`src/rtl/msle_pkg.sv`:
```
package msle_pkg;

	// Default and largest supported macro name length, in characters
	localparam int unsigned MAX_NAME_LEN_DEF = 8;

	// Configuration register width and indexes
	localparam int unsigned CFG_DATA_W = 64;
	localparam int unsigned CFG_IDX_W  = 1;
	localparam logic [CFG_IDX_W-1:0] REG_NAME_CHARS  = 1'd0;
	localparam logic [CFG_IDX_W-1:0] REG_NAME_LENGTH = 1'd1;

	// Result kinds
	localparam logic [1:0] KIND_LIT_BYTE  = 2'd0;
	localparam logic [1:0] KIND_LIT_END   = 2'd1;
	localparam logic [1:0] KIND_BAD_TOKEN = 2'd2;
	localparam logic [1:0] KIND_BSL_EOF   = 2'd3;

	// Characters of interest
	localparam logic [7:0] CH_LPAREN = 8'h28;
	localparam logic [7:0] CH_RPAREN = 8'h29;
	localparam logic [7:0] CH_BSLASH = 8'h5C;
	localparam logic [7:0] CH_QUOTE  = 8'h22;

	typedef enum logic [1:0] {
		MODE_NORMAL,
		MODE_MATCH,
		MODE_AFTER_NAME,
		MODE_MACRO
	} scan_mode_t;

	// Scanner state apart from the name match counter
	typedef struct packed {
		scan_mode_t mode;
		logic       quote_open;
		logic       skip_next;
		logic       keep_escaped;
		logic       error_seen;
		logic [7:0] previous_byte;
	} scan_state_t;

	// One result item
	typedef struct packed {
		logic       valid;
		logic [1:0] kind;
		logic [7:0] data;
	} scan_result_t;

	function automatic logic is_space(input logic [7:0] c);
		return (c == 8'h20) || (c >= 8'h09 && c <= 8'h0D);
	endfunction

	function automatic logic is_alnum(input logic [7:0] c);
		return (c >= 8'h30 && c <= 8'h39) || (c >= 8'h41 && c <= 8'h5A) ||
			(c >= 8'h61 && c <= 8'h7A);
	endfunction

endpackage

```
`src/rtl/msle_step.sv`:
```
module msle_step #(
	parameter int unsigned MAX_NAME_LEN = msle_pkg::MAX_NAME_LEN_DEF,
	localparam int unsigned CNT_W = $clog2(MAX_NAME_LEN + 1),
	localparam int unsigned IDX_W = (MAX_NAME_LEN > 1) ? $clog2(MAX_NAME_LEN) : 1
) (
	input  msle_pkg::scan_state_t       state,
	input  logic [CNT_W-1:0]            count,
	input  logic [MAX_NAME_LEN-1:0][7:0] name,
	input  logic [CNT_W-1:0]            name_len,
	input  logic [7:0]                  text_byte,
	input  logic                        end_of_file,
	output msle_pkg::scan_state_t       state_nxt,
	output logic [CNT_W-1:0]            count_nxt,
	output msle_pkg::scan_result_t      result
);
	import msle_pkg::*;

	logic [7:0]       name_ch;
	logic [CNT_W-1:0] count_start;
	logic [CNT_W-1:0] count_inc;
	logic             name_hit;
	logic             name_done;
	logic             macro_body;

	// Compare against the name character at the current (or restarted) position
	always_comb begin
		count_start = (state.mode == MODE_MATCH) ? count : '0;
		name_ch     = name[count_start[IDX_W-1:0]];
		name_hit    = (text_byte == name_ch);
		count_inc   = count_start + 1'b1;
		name_done   = (count_inc >= name_len);
		macro_body  = (state.mode == MODE_MACRO);
	end

	// One scan step per item
	always_comb begin
		state_nxt = state;
		count_nxt = count;
		result    = '{valid: 1'b0, kind: KIND_LIT_BYTE, data: 8'h00};

		priority if (state.error_seen) begin
			// rest of file ignored
		end else if (state.skip_next) begin
			state_nxt.skip_next = 1'b0;
		end else if (state.keep_escaped) begin
			state_nxt.keep_escaped = 1'b0;
			result = '{valid: 1'b1, kind: KIND_LIT_BYTE, data: text_byte};
		end else if (state.mode == MODE_MATCH) begin
			if (name_hit) begin
				count_nxt      = count_inc;
				state_nxt.mode = name_done ? MODE_AFTER_NAME : MODE_MATCH;
			end else begin
				state_nxt.mode = MODE_NORMAL;
			end
		end else if (state.mode == MODE_AFTER_NAME) begin
			if (text_byte == CH_BSLASH) begin
				state_nxt.skip_next = 1'b1;
			end else if (!is_space(text_byte)) begin
				state_nxt.mode = (text_byte == CH_LPAREN) ? MODE_MACRO : MODE_NORMAL;
			end
		end else if (text_byte == CH_BSLASH) begin
			if (macro_body && state.quote_open) begin
				if (end_of_file) begin
					result = '{valid: 1'b1, kind: KIND_BSL_EOF, data: 8'h00};
					state_nxt.error_seen = 1'b1;
				end else begin
					result = '{valid: 1'b1, kind: KIND_LIT_BYTE, data: text_byte};
					state_nxt.keep_escaped = 1'b1;
				end
			end else begin
				state_nxt.skip_next = 1'b1;
			end
		end else if (text_byte == CH_QUOTE) begin
			state_nxt.quote_open = !state.quote_open;
		end else if (state.quote_open) begin
			if (macro_body) begin
				result = '{valid: 1'b1, kind: KIND_LIT_BYTE, data: text_byte};
			end
		end else if (macro_body) begin
			if (text_byte == CH_RPAREN) begin
				result = '{valid: 1'b1, kind: KIND_LIT_END, data: 8'h00};
				state_nxt.mode = MODE_NORMAL;
			end else if (!is_space(text_byte)) begin
				result = '{valid: 1'b1, kind: KIND_BAD_TOKEN, data: text_byte};
				state_nxt.error_seen = 1'b1;
			end
		end else if (!is_alnum(state.previous_byte)) begin
			// word boundary: restart the name match
			if (name_hit) begin
				count_nxt      = count_inc;
				state_nxt.mode = name_done ? MODE_AFTER_NAME : MODE_MATCH;
			end else begin
				count_nxt      = '0;
				state_nxt.mode = MODE_NORMAL;
			end
		end else begin
			// inside a word: no match can start here
		end

		state_nxt.previous_byte = text_byte;

		// end of file clears the parse
		if (end_of_file) begin
			state_nxt = '{mode: MODE_NORMAL, quote_open: 1'b0, skip_next: 1'b0,
				keep_escaped: 1'b0, error_seen: 1'b0, previous_byte: 8'h00};
			count_nxt = '0;
		end
	end

endmodule

```
`src/rtl/macro_string_literal_extractor.sv`:
```
// Macro string literal extractor.
// Input channel (in_valid/in_ready): one text byte per item, with end_of_file
// set on the last byte of a file. The block finds the configured macro name at
// a word boundary, followed by optional whitespace and '(', and streams the
// bytes of the quoted strings inside it on the output channel
// (out_valid/out_ready), one result item per literal byte, plus an end item at
// the closing ')' or an error item for a bad token or a trailing backslash.
// Each input item gives zero or one result item.
// Latency: a result is presented the cycle after its input item is accepted.
// Throughput: one item per cycle unless the receiver stalls; the whole scan step
// is one combinational pass between the input handshake and the output register.
// When the receiver stalls, the output register holds its item and in_ready
// drops until it is taken; in_ready is high whenever the output register is
// empty or being emptied in the same cycle.
// The user must write configuration (cfg_write/cfg_index/cfg_data) while idle;
// the block itself does not enforce this. Register 0 holds the name bytes,
// first character lowest; register 1 its length. Reset clears the scan state and
// the output valid flag, and sets the name to all zero bytes and the length to one.
module macro_string_literal_extractor #(
	parameter int unsigned MAX_NAME_LEN = msle_pkg::MAX_NAME_LEN_DEF
) (
	input  logic                                 clk,
	input  logic                                 arst_n,
	input  logic                                 in_valid,
	output logic                                 in_ready,
	input  logic [7:0]                           text_byte,
	input  logic                                 end_of_file,
	output logic                                 out_valid,
	input  logic                                 out_ready,
	output logic [1:0]                           result_kind,
	output logic [7:0]                           result_byte,
	input  logic                                 cfg_write,
	input  logic [msle_pkg::CFG_IDX_W-1:0]       cfg_index,
	input  logic [msle_pkg::CFG_DATA_W-1:0]      cfg_data
);
	import msle_pkg::*;

	localparam int unsigned CNT_W = $clog2(MAX_NAME_LEN + 1);

	logic [MAX_NAME_LEN-1:0][7:0] name_q;
	logic [3:0]                   len_q;
	logic [CNT_W-1:0]             eff_len;
	scan_state_t                  state_q;
	scan_state_t                  state_nxt;
	logic [CNT_W-1:0]             count_q;
	logic [CNT_W-1:0]             count_nxt;
	scan_result_t                 step_res;
	logic                         out_valid_q;
	logic [1:0]                   out_kind_q;
	logic [7:0]                   out_byte_q;
	logic                         accept;

	// Configuration registers
	always_ff @(posedge clk or negedge arst_n) begin
		if (!arst_n) begin
			name_q <= '0;
			len_q  <= 4'd1;
		end else if (cfg_write) begin
			unique case (cfg_index)
				REG_NAME_CHARS:  name_q <= cfg_data[8*MAX_NAME_LEN-1:0];
				REG_NAME_LENGTH: len_q  <= cfg_data[3:0];
				default: ;
			endcase
		end
	end

	// Length clamped to 1..MAX_NAME_LEN
	always_comb begin
		if (len_q == 4'd0) begin
			eff_len = CNT_W'(1);
		end else if ({28'd0, len_q} > MAX_NAME_LEN) begin
			eff_len = CNT_W'(MAX_NAME_LEN);
		end else begin
			eff_len = len_q[CNT_W-1:0];
		end
	end

	msle_step #(
		.MAX_NAME_LEN(MAX_NAME_LEN)
	) u_step (
		.state      (state_q),
		.count      (count_q),
		.name       (name_q),
		.name_len   (eff_len),
		.text_byte  (text_byte),
		.end_of_file(end_of_file),
		.state_nxt  (state_nxt),
		.count_nxt  (count_nxt),
		.result     (step_res)
	);

	assign in_ready = !out_valid_q || out_ready;
	assign accept   = in_valid && in_ready;

	// Scan state
	always_ff @(posedge clk or negedge arst_n) begin
		if (!arst_n) begin
			state_q <= '{mode: MODE_NORMAL, quote_open: 1'b0, skip_next: 1'b0,
				keep_escaped: 1'b0, error_seen: 1'b0, previous_byte: 8'h00};
			count_q <= '0;
		end else if (accept) begin
			state_q <= state_nxt;
			count_q <= count_nxt;
		end
	end

	// Output register
	always_ff @(posedge clk or negedge arst_n) begin
		if (!arst_n) begin
			out_valid_q <= 1'b0;
		end else if (accept) begin
			out_valid_q <= step_res.valid;
		end else if (out_ready) begin
			out_valid_q <= 1'b0;
		end
	end

	always_ff @(posedge clk) begin
		if (accept) begin
			out_kind_q <= step_res.kind;
			out_byte_q <= step_res.data;
		end
	end

	assign out_valid   = out_valid_q;
	assign result_kind = out_kind_q;
	assign result_byte = out_byte_q;

endmodule

```
`config.mk`:
```
export PLATFORM = sky130hd
export DESIGN_NAME = macro_string_literal_extractor
export DESIGN_NICKNAME = d
export VERILOG_FILES = /design/src/rtl/msle_pkg.sv /design/src/rtl/msle_step.sv /design/src/rtl/macro_string_literal_extractor.sv
export SDC_FILE = /design/constraint.sdc
export NUM_CORES = 1
export LEC_CHECK = 0
export BUFFER_PORTS_ARGS = -buffer_cell sky130_fd_sc_hd__buf_4
export CAP_MARGIN = 20
export CORE_MARGIN = 4
export CORE_UTILIZATION = 53
export DETAILED_ROUTE_END_ITERATION = 10
export PLACE_DENSITY = 0.79
export SLEW_MARGIN = 20
export SYNTH_ARGS = -nofsm -noshare
export SYNTH_HDL_FRONTEND = slang
export SYNTH_HIERARCHICAL = 1
export SYNTH_SLANG_ARGS = --single-unit
```
`constraint.sdc`:
```
create_clock -name clk -period 3.6 [get_ports clk]
set_input_delay 0.36 -clock clk [delete_from_list [all_inputs] [get_ports clk]]
set_output_delay 0.36 -clock clk [all_outputs]
set_load 0.01 [all_outputs]
```
Word level (Yosys, flattened, before mapping)
Cells that the tools add are included.
- logic and storage cells: 161
- register bits: 97
- multiplexer cells: 78
- add/subtract/negate cells: 1
- bitwise logic cells: 1
- eq/ne operators: 27
- reduce and logical (&&, ||, !) cells: 24
- order comparisons: 11
- operator list (kind ; number):
    $mux W11 ; 13
    $mux W4 ; 18
    $mux W2 ; 22
    $eq A8 B6 Y1 const B ; 4
    $bmux W8 S3 ; 1
    $mux W1 ; 18
    $ne A3 B2 Y1 const B ; 6
    $ge A8 B7 Y1 const B ; 2
    $le A8 B7 Y1 const B ; 2
    $mux W14 ; 1
    $ne A2 B2 Y1 const B ; 6
    $reduce_and A11 Y1 ; 1
    $mux W10 ; 1
    $reduce_and A10 Y1 ; 1
    $eq A8 B7 Y1 const B ; 1
    $eq A8 B8 Y1 ; 1
    $ge A8 B4 Y1 const B ; 1
    $ge A8 B6 Y1 const B ; 1
    $le A8 B4 Y1 const B ; 1
    $le A8 B6 Y1 const B ; 1
    $mux W8 ; 1
    $ne A4 B2 Y1 const B ; 2
    $reduce_and A8 Y1 ; 1
    $logic_and A1 B1 Y1 ; 6
    21 further kinds ; 30

Depth between registers and ports, before layout
Gate-level depths: netlist of the first run.
- word-level depth: 17
- depth in mapped cells: 15
- depth with buffers taken out: 12

By module
The synthesis of the first run kept the hierarchy.
- modules (own cells, without submodules) (module ; seq. area each (um^2) ; area each (um^2) ; times used ; cells an instance):
    macro_string_literal_extractor ; 2478.6 ; 3938.8 ; 1 ; 204
    msle_step ; 0.0 ; 1844.3 ; 1 ; 274

Worst setup path before layout of the first run
OpenSTA, ideal clock, no wires.
- path type: register to register
- from: register count_q[0]
- to: register state_q[12] (netlist bit)
- library setup time: 0.064 ns
- cell stages (with the launch flop): 16
- buffers on the path: 3
- arrival time: 2.591 ns
- path slack: 0.945 ns
- path through: dfrtp_1 -> buf_6 -> buf_4 -> buf_2 -> inv_1 -> nand2_1 -> a21oi_1 -> ha_1 -> inv_1 -> a31oi_1 -> o21a_1 -> o21ai_0 -> nand2b_1 -> or4b_1 -> a221oi_2 -> mux2_4
- RTL lines (item ; line ; source):
    start: declaration ; macro_string_literal_extractor.sv:45 ; logic [CNT_W-1:0] count_q;
    start signal: assignment ; macro_string_literal_extractor.sv:103 ; count_q <= count_nxt;
    end signal: assignment ; macro_string_literal_extractor.sv:98 ; state_q <= '{mode: MODE_NORMAL, quote_open: 1'b0, skip_next: 1'b0,
    end signal: assignment ; macro_string_literal_extractor.sv:102 ; state_q <= state_nxt;
    end: declaration ; macro_string_literal_extractor.sv:43 ; scan_state_t state_q;

==> flow_metrics.env, run 1 <==
export IMPL_antenna_found_initial=0
export IMPL_grt_pass1_wl_mm=21.1
export IMPL_cts_hold_fix_buffers=0
export IMPL_grt_max_degree=88
export IMPL_synthArstFlopShare=0.897
export IMPL_antenna_left=0
export IMPL_fin_worst_skew_ps=12.0
export IMPL_cts_resized=0
export IMPL_p_leak_nw=2.92
export IMPL_synth_edf_count=10
export IMPL_syn_cell_area_um2=5780
export IMPL_cts_root_buffer="clkbuf_8"
export IMPL_numPortBuffers=90
export IMPL_seqCellArea_um2=2480
export IMPL_final_nets=633
export IMPL_drt_pass1_iter_count=5
export IMPL_drc=0
export IMPL_worstPathRequired_ps=3920
export IMPL_cts_clk_slew_worst_paths_ps=100
export IMPL_ys_ff_latch=97
export IMPL_drv_slew=0
export IMPL_worstPathCellList="nand3b_1, a211oi_1, a22oi_2, xor2_1, nand4_1, or4b_1, a221oi_2, mux2_4"
export IMPL_layout_common_cells="97 x buf_4, 86 x dfrtp_1, 69 x mux2_4"
export IMPL_stdcell_area_um2=6580
export IMPL_worst_slew_pin_slew_ps=796
export IMPL_critPathMaxStageDelay_ps=570
export IMPL_num_io_pins=91
export IMPL_diodes=0
export IMPL_ys_warn_count=6
export IMPL_die_h_um=112
export IMPL_min_period_ps=3070
export IMPL_die_x_um=112
export IMPL_grt_overflow=0
export IMPL_h_tree_depth=3
export IMPL_finalSetupViolCount=0
export IMPL_hold_violations=0
export IMPL_start_util=0.553
export IMPL_slowest_stage="or4b_1"
export IMPL_max_freq_mhz=325
export IMPL_grt_usage=0.206
export IMPL_coreArea_um2=10500
export IMPL_gp_congestion=0.963
export IMPL_ys_flop_type="dfrtp_1"
export IMPL_peakVddDrop_mv=0.239
export IMPL_ys_seq_area_frac=0.429
export IMPL_clk_latency_ps=380
export IMPL_cts_buffers=9
export IMPL_dp_final_hpwl_mm=9.31
export IMPL_outcome="finished clean"
export IMPL_cp_num_buf_inv=0
export IMPL_cp_top_family="simple AND/OR/NAND/NOR gates"
export IMPL_worst_setup_path_type="reg -> reg"
export IMPL_slew_headroom=0.469
export IMPL_area_delta_synth_final_pct=13.7
export IMPL_worst_hold_path_type="in -> async"
export IMPL_first_global_vias=4264
export IMPL_cts_buffer_depth=2
export IMPL_vias=4110
export IMPL_setup_slack_ps=527
export IMPL_rows=37
export IMPL_multiInputGateArea_um2=2950
export IMPL_synthCells=478
export IMPL_drtIter0Drc=393
export IMPL_utilization=0.629
export IMPL_wl_mm=12.8
export IMPL_dpl_instance_area_um2=6390
export IMPL_startpoint_type="flop"
export IMPL_arrival_ps=3390
export IMPL_setup_tns_ps=0
export IMPL_maxCapViolations=0
export IMPL_synthesis_nets=560
export IMPL_end_kind="flop"
export IMPL_routedWlPerCell_um=18.6
export IMPL_min_period_over_period=0.854
export IMPL_place_ws_ps=643
export IMPL_avgSynthCellArea_um2=12.1
export IMPL_cts_tree="built"
export IMPL_die_area_um2=12600
export IMPL_p_per_area_nw_per_um2=381
export IMPL_clock_sinks=97
export IMPL_drive_gt1_frac=0.389
export IMPL_fill_cells=840
export IMPL_cts_setup_buffers=0
export IMPL_final_common_cell="buf_4"
export IMPL_cp_max_fo=13
export IMPL_avgViaCountPerCell=5.95
export IMPL_synth_distinct_cells=63
export IMPL_rsz0062_at_grt="no"
==> state kept, by name, summed over array words and instances (netlist names) <==
register     cells
len_q            4
out_valid        1
state_q         14
count_q          4
result_kind      2
result_byte      8
name_q          64
==> cell type report <==
cell class | instances | area share
multi-input combinational | 335 | 0.448
sequential | 97 | 0.377
timing repair buffer | 99 | 0.115
tap | 136 | 0.0259
clock buffer | 9 | 0.0188
clock inverter | 6 | 0.00951
inverter | 9 | 0.00514
==> worst reg2reg max path: stages, from the launching register on <==
cell,delay (ps)
dfrtp_1,530
nand3b_1,520
a211oi_1,450
a22oi_2,140
xor2_1,180
nand4_1,200
or4b_1,570
a221oi_2,240
mux2_4,180
==> metrics by stage <==
stage | hold WS, ps | std cells | power (W)
5_1_grt | 98.8 | 691 | 0.00262
6_report | 31.3 | 691 | 0.00250
3_5_place_dp | 491 | 676 | 0.00184
4_1_cts | 192 | 691 | 0.00252
3_3_place_gp | 490 | 676 | 0.00182
2_1_floorplan | 64.4 | 478 | 0.00167
==> where the power goes <==
| part | total [W] | internal (W) | switching [W] |
|---|---|---|---|
| Sequential | 0.00132 | 0.00123 | 0.0000893 |
| Combinational | 0.000502 | 0.000302 | 0.000200 |
| Clock | 0.000682 | 0.000265 | 0.000416 |
| Total | 0.00250 | 0.00180 | 0.000705 |
==> routing by layer <==
metal / share of wire / global-route usage / vias to the layer above
li1: - / - / 1896
met1: 0.42 / 0.271 / 2020
met2: 0.49 / 0.337 / 170
met3: 0.070 / 0.0501 / 24
met4: 0.020 / 0.0665 / 0
met5: 0 / 0 / -
==> Yosys cell counts, drive strengths merged, types with 2 or more instances <==
cell    count  area (um2)
o21a        2        15.0
nor4b       3        26.3
nor2       30         113
nor4bb      7        70.1
and4bb      5        62.6
xor2       10        87.6
o21bai     13        97.6
nand4       7        43.8
or3         7        43.8
o221a       4        45.0
nand3b      3        22.5
inv         9        33.8
edfxtp     10         300
clkbuf     15        56.3
nand2      20        82.6
a211o       2        17.5
mux2i      12         120
nand3       4        20.0
dfrtp      86        2150
ha          3        37.5
a32oi       6        52.6
o31ai       2        15.0
a31oi       6        37.5
and3        3        18.8
buf        22         265
a21o        5        37.5
o21ai       9        45.0
nor3       10        50.1
a211oi      4        30.0
or4b        2        20.0
and2        8        50.1
or4         2        15.0
nand2b      4        32.5
mux2       90        1270
and4        2        17.5
a22oi       4        50.1
nor2b      15         101
nor4        5        31.3
a21oi      17        85.1
==> worst paths after layout <==
| path | startpoint | end | slack [ps] | depth (start not counted) |
|---|---|---|---|---|
| max | state_q[13] | state_q[12] | 530 | 8 |
| min | arst_n | state_q[4] | 30 | 1 |
| max reg2reg | state_q[13] | state_q[12] | 530 | 8 |
| min reg2reg | state_q[7] | state_q[7] | 520 | 1 |
| max in group asynchronous | arst_n | out_valid | 3020 | 1 |
| min in group clk | cfg_data[57] | name_q[57] | 200 | 2 |
==> logic make-up after synthesis <==
group,share of synthesized area
fa+ha+maj,0.00649
buf+inv,0.0614
simple gates,0.147
flops,0.429
compound gates,0.0987
xor+xnor,0.0167
mux,0.241
No activity file was read; power rests on OpenSTA's default activity.
==> inputs of run 2 (changes only) <==
==> constraint.sdc (replaced) <==
create_clock -name clk -period 3.6 [get_ports clk]
set_input_delay 0.18 -clock clk [delete_from_list [all_inputs] [get_ports clk]]
set_output_delay 0.18 -clock clk [all_outputs]
set_load 0.01 [all_outputs]
==> flow_metrics.env, run 2 (synthesized netlist as in run 1, its figures left out) <==
export IMPL_outcome="finished clean"
export IMPL_rrSetupSlack_ps=520
export IMPL_setup_tns_ps=0
export IMPL_p_leak_nw=2.97
export IMPL_worst_slew_pin_slew_ps=1110
export IMPL_worst_hold_path_type="in -> reg"
export IMPL_largest_reg_flops=64
export IMPL_drtIter0Drc=286
export IMPL_grt_pass1_wl_mm=21.4
export IMPL_multiInputGateArea_um2=2950
export IMPL_clock_sinks=97
export IMPL_final_common_cell="buf_4"
export IMPL_worst_setup_path_type="reg -> reg"
export IMPL_dpl_instance_area_um2=6370
export IMPL_coreArea_um2=10500
export IMPL_min_period_over_period=0.855
export IMPL_drv_slew=0
export IMPL_cts_setup_buffers=0
export IMPL_die_x_um=112
export IMPL_first_global_vias=4134
export IMPL_arrival_ps=3410
export IMPL_wl_met1_mm=5.52
export IMPL_fin_worst_skew_ps=9.55
export IMPL_cts_buffer_depth=2
export IMPL_highest_layer="met4"
export IMPL_die_h_um=112
export IMPL_startpoint_type="flop"
export IMPL_cts_clk_slew_worst_paths_ps=90
export IMPL_rsz0062_at_grt="no"
export IMPL_grt_overflow=0
export IMPL_min_from="cfg_data[15]"
export IMPL_worst_hold_path_endpoint="name_q[15]"
export IMPL_r2r_end="state_q[12]"
export IMPL_worstPathCellList="buf_4, and3b_1, a21oi_1, a32oi_1, xor2_1, nand4_1, or4b_1, a221oi_2, mux2_4"
export IMPL_drive_gt1_frac=0.379
export IMPL_start_util=0.553
export IMPL_min_period_ps=3080
export IMPL_max_freq_mhz=325
export IMPL_drc=0
export IMPL_antenna_found_initial=0
export IMPL_p_per_area_nw_per_um2=381
export IMPL_h_tree_depth=3
export IMPL_cp_num_buf_inv=1
export IMPL_maxCapViolations=0
export IMPL_largest_register="name_q"
export IMPL_diodes=0
export IMPL_avgViaCountPerCell=5.90
export IMPL_cp_depth=9
export IMPL_antenna_left=0
export IMPL_finalSetupViolCount=0
export IMPL_dp_final_hpwl_mm=9.03
export IMPL_cts_root_buffer="clkbuf_8"
export IMPL_cp_max_fo=15
export IMPL_reg2reg_depth=9
export IMPL_clk_latency_ps=380
export IMPL_layout_common_cells="98 x buf_4, 86 x dfrtp_1, 69 x mux2_4"
export IMPL_drt_pass1_iter_count=5
export IMPL_cts_tree="built"
export IMPL_whs_path_depth=2
export IMPL_vias=4150
export IMPL_fill_cells=816
export IMPL_area_delta_synth_final_pct=15.7
export IMPL_wl_mm=13.1
export IMPL_peakVddDrop_mv=0.408
export IMPL_fin_hold_ws_ps=23.4
export IMPL_grt_usage=0.212
export IMPL_wl_met2_mm=6.30
export IMPL_rows=37
export IMPL_cts_buffers=9
export IMPL_slowest_stage="dfrtp_1"
export IMPL_cp_top_family="simple AND/OR/NAND/NOR gates"
export IMPL_crit_start="state_q[12]"
export IMPL_stdcell_area_um2=6690
export IMPL_num_io_pins=91
export IMPL_grt_max_degree=88
export IMPL_final_nets=645
export IMPL_end_kind="flop"
export IMPL_critPathMaxStageDelay_ps=600
export IMPL_hold_violations=0
export IMPL_routedWlPerCell_um=18.7
export IMPL_seqCellArea_um2=2480
export IMPL_numPortBuffers=90
export IMPL_worstPathRequired_ps=3930
export IMPL_dr_wl_met3_mm=1.04
export IMPL_gp_congestion=1.01
export IMPL_die_area_um2=12600
export IMPL_slew_headroom=0.262
export IMPL_r2r_start="state_q[12]"
-- run 2: how the worst max path moves through the flow --
stage	endpoint	slack [ps]
finish	state_q[12]	520
CTS	state_q[12]	610
global placement	state_q[12]	810
global route	state_q[12]	400
detailed placement	state_q[12]	670
floorplan	state_q[12]	940
-- run 2: worst reg2reg max path: cells and delay by family, from the launching register on --
family,cells,cell delay (ps)
simple gates,3,1210
flops,1,600
compound gates,3,580
buf+inv,1,240
xor+xnor,1,220
mux,1,180
-- run 2: repair_timing --
action                                 CTS  global route
resized for setup                        0             0
endpoints found under the hold margin    4            93
hold buffers                             4             8
-- run 2: through the flow --
step	util	total power, W	setup slack [ps]	instances
after floorplan	-	0.00167	945	478
after detailed placement	0.609	0.00184	674	676
final	0.640	0.00255	521	703
after global placement	0.609	0.00182	813	676
after CTS	0.632	0.00256	606	695
after global routing	0.640	0.00267	400	703
-- run 2: cell type report --
type                    count  area share
multi-input cells         335       0.441
flip-flops and latches     97       0.370
repair buffers            111       0.130
well taps                 136      0.0254
clock buffers              11      0.0211
clock inverters             4     0.00767
inverters                   9     0.00505
-- run 2: report_power, final --
part | switching (W) | total [W] | leakage, nW | internal [W]
Sequential | 0.0000904 | 0.00132 | 1.16 | 0.00123
Combinational | 0.000203 | 0.000515 | 1.71 | 0.000311
Clock | 0.000376 | 0.000715 | 0.100 | 0.000339
-- run 2: routing by layer --
layer  vias up  track usage
met4         0       0.0585
met2       182        0.329
met1      2023        0.286
met3        24       0.0685
met5         -            0
li1       1921            -
==> inputs of run 3 (changes only) <==
--- a/config.mk
+++ b/config.mk
@@ -7,12 +7,16 @@
 export LEC_CHECK = 0
 export BUFFER_PORTS_ARGS = -buffer_cell sky130_fd_sc_hd__buf_4
 export CAP_MARGIN = 20
+export CELL_PAD_IN_SITES_DETAIL_PLACEMENT = 0
+export CELL_PAD_IN_SITES_GLOBAL_PLACEMENT = 1
 export CORE_MARGIN = 4
-export CORE_UTILIZATION = 53
+export CORE_UTILIZATION = 46
 export DETAILED_ROUTE_END_ITERATION = 10
-export PLACE_DENSITY = 0.79
+export PLACE_DENSITY = 0.85
+export SETUP_SLACK_MARGIN = 0.4
 export SLEW_MARGIN = 20
 export SYNTH_ARGS = -nofsm -noshare
 export SYNTH_HDL_FRONTEND = slang
 export SYNTH_HIERARCHICAL = 1
 export SYNTH_SLANG_ARGS = --single-unit
+export TNS_END_PERCENT = 20
==> flow_metrics.env, run 3 (synthesized netlist as in run 1, its figures left out) <==
export IMPL_num_io_pins=91
export IMPL_peakVddDrop_mv=0.320
export IMPL_numPortBuffers=90
export IMPL_busiest_layer="met2"
export IMPL_use_met3=0.0481
export IMPL_switching_share=0.251
export IMPL_intPower_w=0.00212
export IMPL_cts_resized=0
export IMPL_end_kind="flop"
export IMPL_drt_pass1_iter_count=5
export IMPL_largest_reg_flops=64
export IMPL_layout_common_cells="100 x buf_4, 86 x dfrtp_1, 69 x mux2_4"
export IMPL_wl_mm=13.1
export IMPL_drc=0
export IMPL_die_x_um=120
export IMPL_largest_register="name_q"
export IMPL_maxCapViolations=0
export IMPL_vias=4093
export IMPL_gr_usage_met2=0.294
export IMPL_clock_sinks=97
export IMPL_max_freq_mhz=332
export IMPL_gp_congestion=0.882
export IMPL_antenna_left=0
export IMPL_cts_clk_slew_worst_paths_ps=70
export IMPL_grt_overflow=0
export IMPL_grt_max_degree=88
export IMPL_setup_tns_ps=0
export IMPL_clk_latency_ps=350
export IMPL_fill_cells=1052
export IMPL_p_switching_w=0.000710
export IMPL_start_util=0.476
export IMPL_dp_cells=711
export IMPL_diodes=0
export IMPL_worst_setup_path_type="reg -> reg"
export IMPL_fin_cells=728
export IMPL_cts_tree="built"
export IMPL_p_comb_frac=0.178
export IMPL_arrival_ps=3310
export IMPL_cts_buffer_depth=2
export IMPL_cts_root_buffer="clkbuf_16"
export IMPL_first_global_vias=4143
export IMPL_drtIter0Drc=304
export IMPL_fin_worst_skew_ps=8.68
export IMPL_avgViaCountPerCell=5.62
export IMPL_worst_hold_path_type="in -> reg"
export IMPL_h_tree_depth=3
export IMPL_coreArea_um2=12200
export IMPL_finalSetupViolCount=0
export IMPL_slew_headroom=0.474
export IMPL_power_frac_seq=0.467
export IMPL_clock_power_share=0.355
export IMPL_cp_max_fo=15
export IMPL_antenna_found_initial=0
export IMPL_drv_slew=0
export IMPL_min_period_ps=3010
export IMPL_cts_hold_fix_buffers=0
export IMPL_dp_final_hpwl_mm=9.54
export IMPL_drive_gt1_frac=0.391
export IMPL_final_common_cell="buf_4"
export IMPL_hold_violations=0
export IMPL_total_power_w=0.00283
export IMPL_outcome="finished clean"
export IMPL_cts_setup_buffers=0
export IMPL_min_period_over_period=0.837
export IMPL_die_area_um2=14400
export IMPL_grt_pass1_wl_mm=21.3
export IMPL_area_delta_synth_final_pct=17.2
export IMPL_cts_buffers=9
export IMPL_grtUsageMet1=0.249
export IMPL_routedWlPerCell_um=18.0
export IMPL_p_leak_nw=3.00
export IMPL_grt_usage=0.186
export IMPL_startpoint_type="flop"
export IMPL_rows=40
export IMPL_p_per_area_nw_per_um2=418
export IMPL_worstPathRequired_ps=3890
export IMPL_final_nets=637
export IMPL_rsz0062_at_grt="no"
export IMPL_worst_slew_pin_slew_ps=789
export IMPL_die_h_um=120
## run 3: cell types whose count changed in the layout (fill, tap and decap cells not counted)
cell / delta
buf_4: +2
buf_12: +1
clkinv_4: -1
dlygate4sd3_1: -11
inv_6: +3
clkbuf_16: +9
inv_4: -2
clkbuf_8: -8
## run 3: area by class of cell
type                    count  area [um2]  share of cell area
flip-flops and latches     97        2480               0.366
well taps                 168         210              0.0310
clock buffers              12         256              0.0379
inverters                   9        33.8             0.00499
multi-input cells         335        2950               0.435
clock inverters             4        56.3             0.00831
repair buffers            103         792               0.117
## run 3: layer usage
| layer | wire length (um) | part of all wire |
|---|---|---|
| met3 | 811 | 0.062 |
| met2 | 6280 | 0.48 |
| met5 | 0 | 0 |
| met1 | 5750 | 0.44 |
| met4 | 261 | 0.020 |
## run 3: per-stage QoR
| stage | area, um2 | util | hold slack [ps] | setup slack (ps) |
|---|---|---|---|---|
| floorplan | 5780 | - | -116 | 945 |
| global placement | 6450 | 0.530 | 411 | 760 |
| detailed placement | 6450 | 0.530 | 412 | 678 |
| CTS | 6760 | 0.556 | 40.0 | 665 |
| global route | 6780 | 0.557 | 42.1 | 427 |
| finish | 6780 | 0.557 | 49.0 | 588 |
## run 3: path summary, 6_finish.rpt
check | from | endpoint | slack (ps) | depth (start not counted)
max | state_q[13] | state_q[12] | 590 | 9
min | cfg_data[8] | name_q[8] | 50 | 2
max reg2reg | state_q[13] | state_q[12] | 590 | 9
min reg2reg | name_q[39] | name_q[39] | 510 | 1
max in group asynchronous | arst_n | name_q[41] | 2610 | 2
min in group asynchronous | arst_n | state_q[5] | 450 | 2
## run 3: power groups by stage
| stage | Combinational, W | Clock, W | Sequential [W] |
|---|---|---|---|
| final | 0.000503 | 0.00101 | 0.00132 |
| after global routing | 0.000547 | 0.00106 | 0.00134 |
| after CTS | 0.000504 | 0.00103 | 0.00132 |
| after detailed placement | 0.000504 | 0 | 0.00134 |
| after global placement | 0.000491 | 0 | 0.00134 |
| after floorplan | 0.000363 | 0 | 0.00131 |
## run 3: critical path, stage by stage, from the launching register on
cell and delay [ps]:
dfrtp_1 500, buf_4 240, nand3b_1 290, o221a_2 360
a22oi_2 170, xor2_1 200, nand4_1 210, or4b_1 560
a221oi_2 240, mux2_4 180
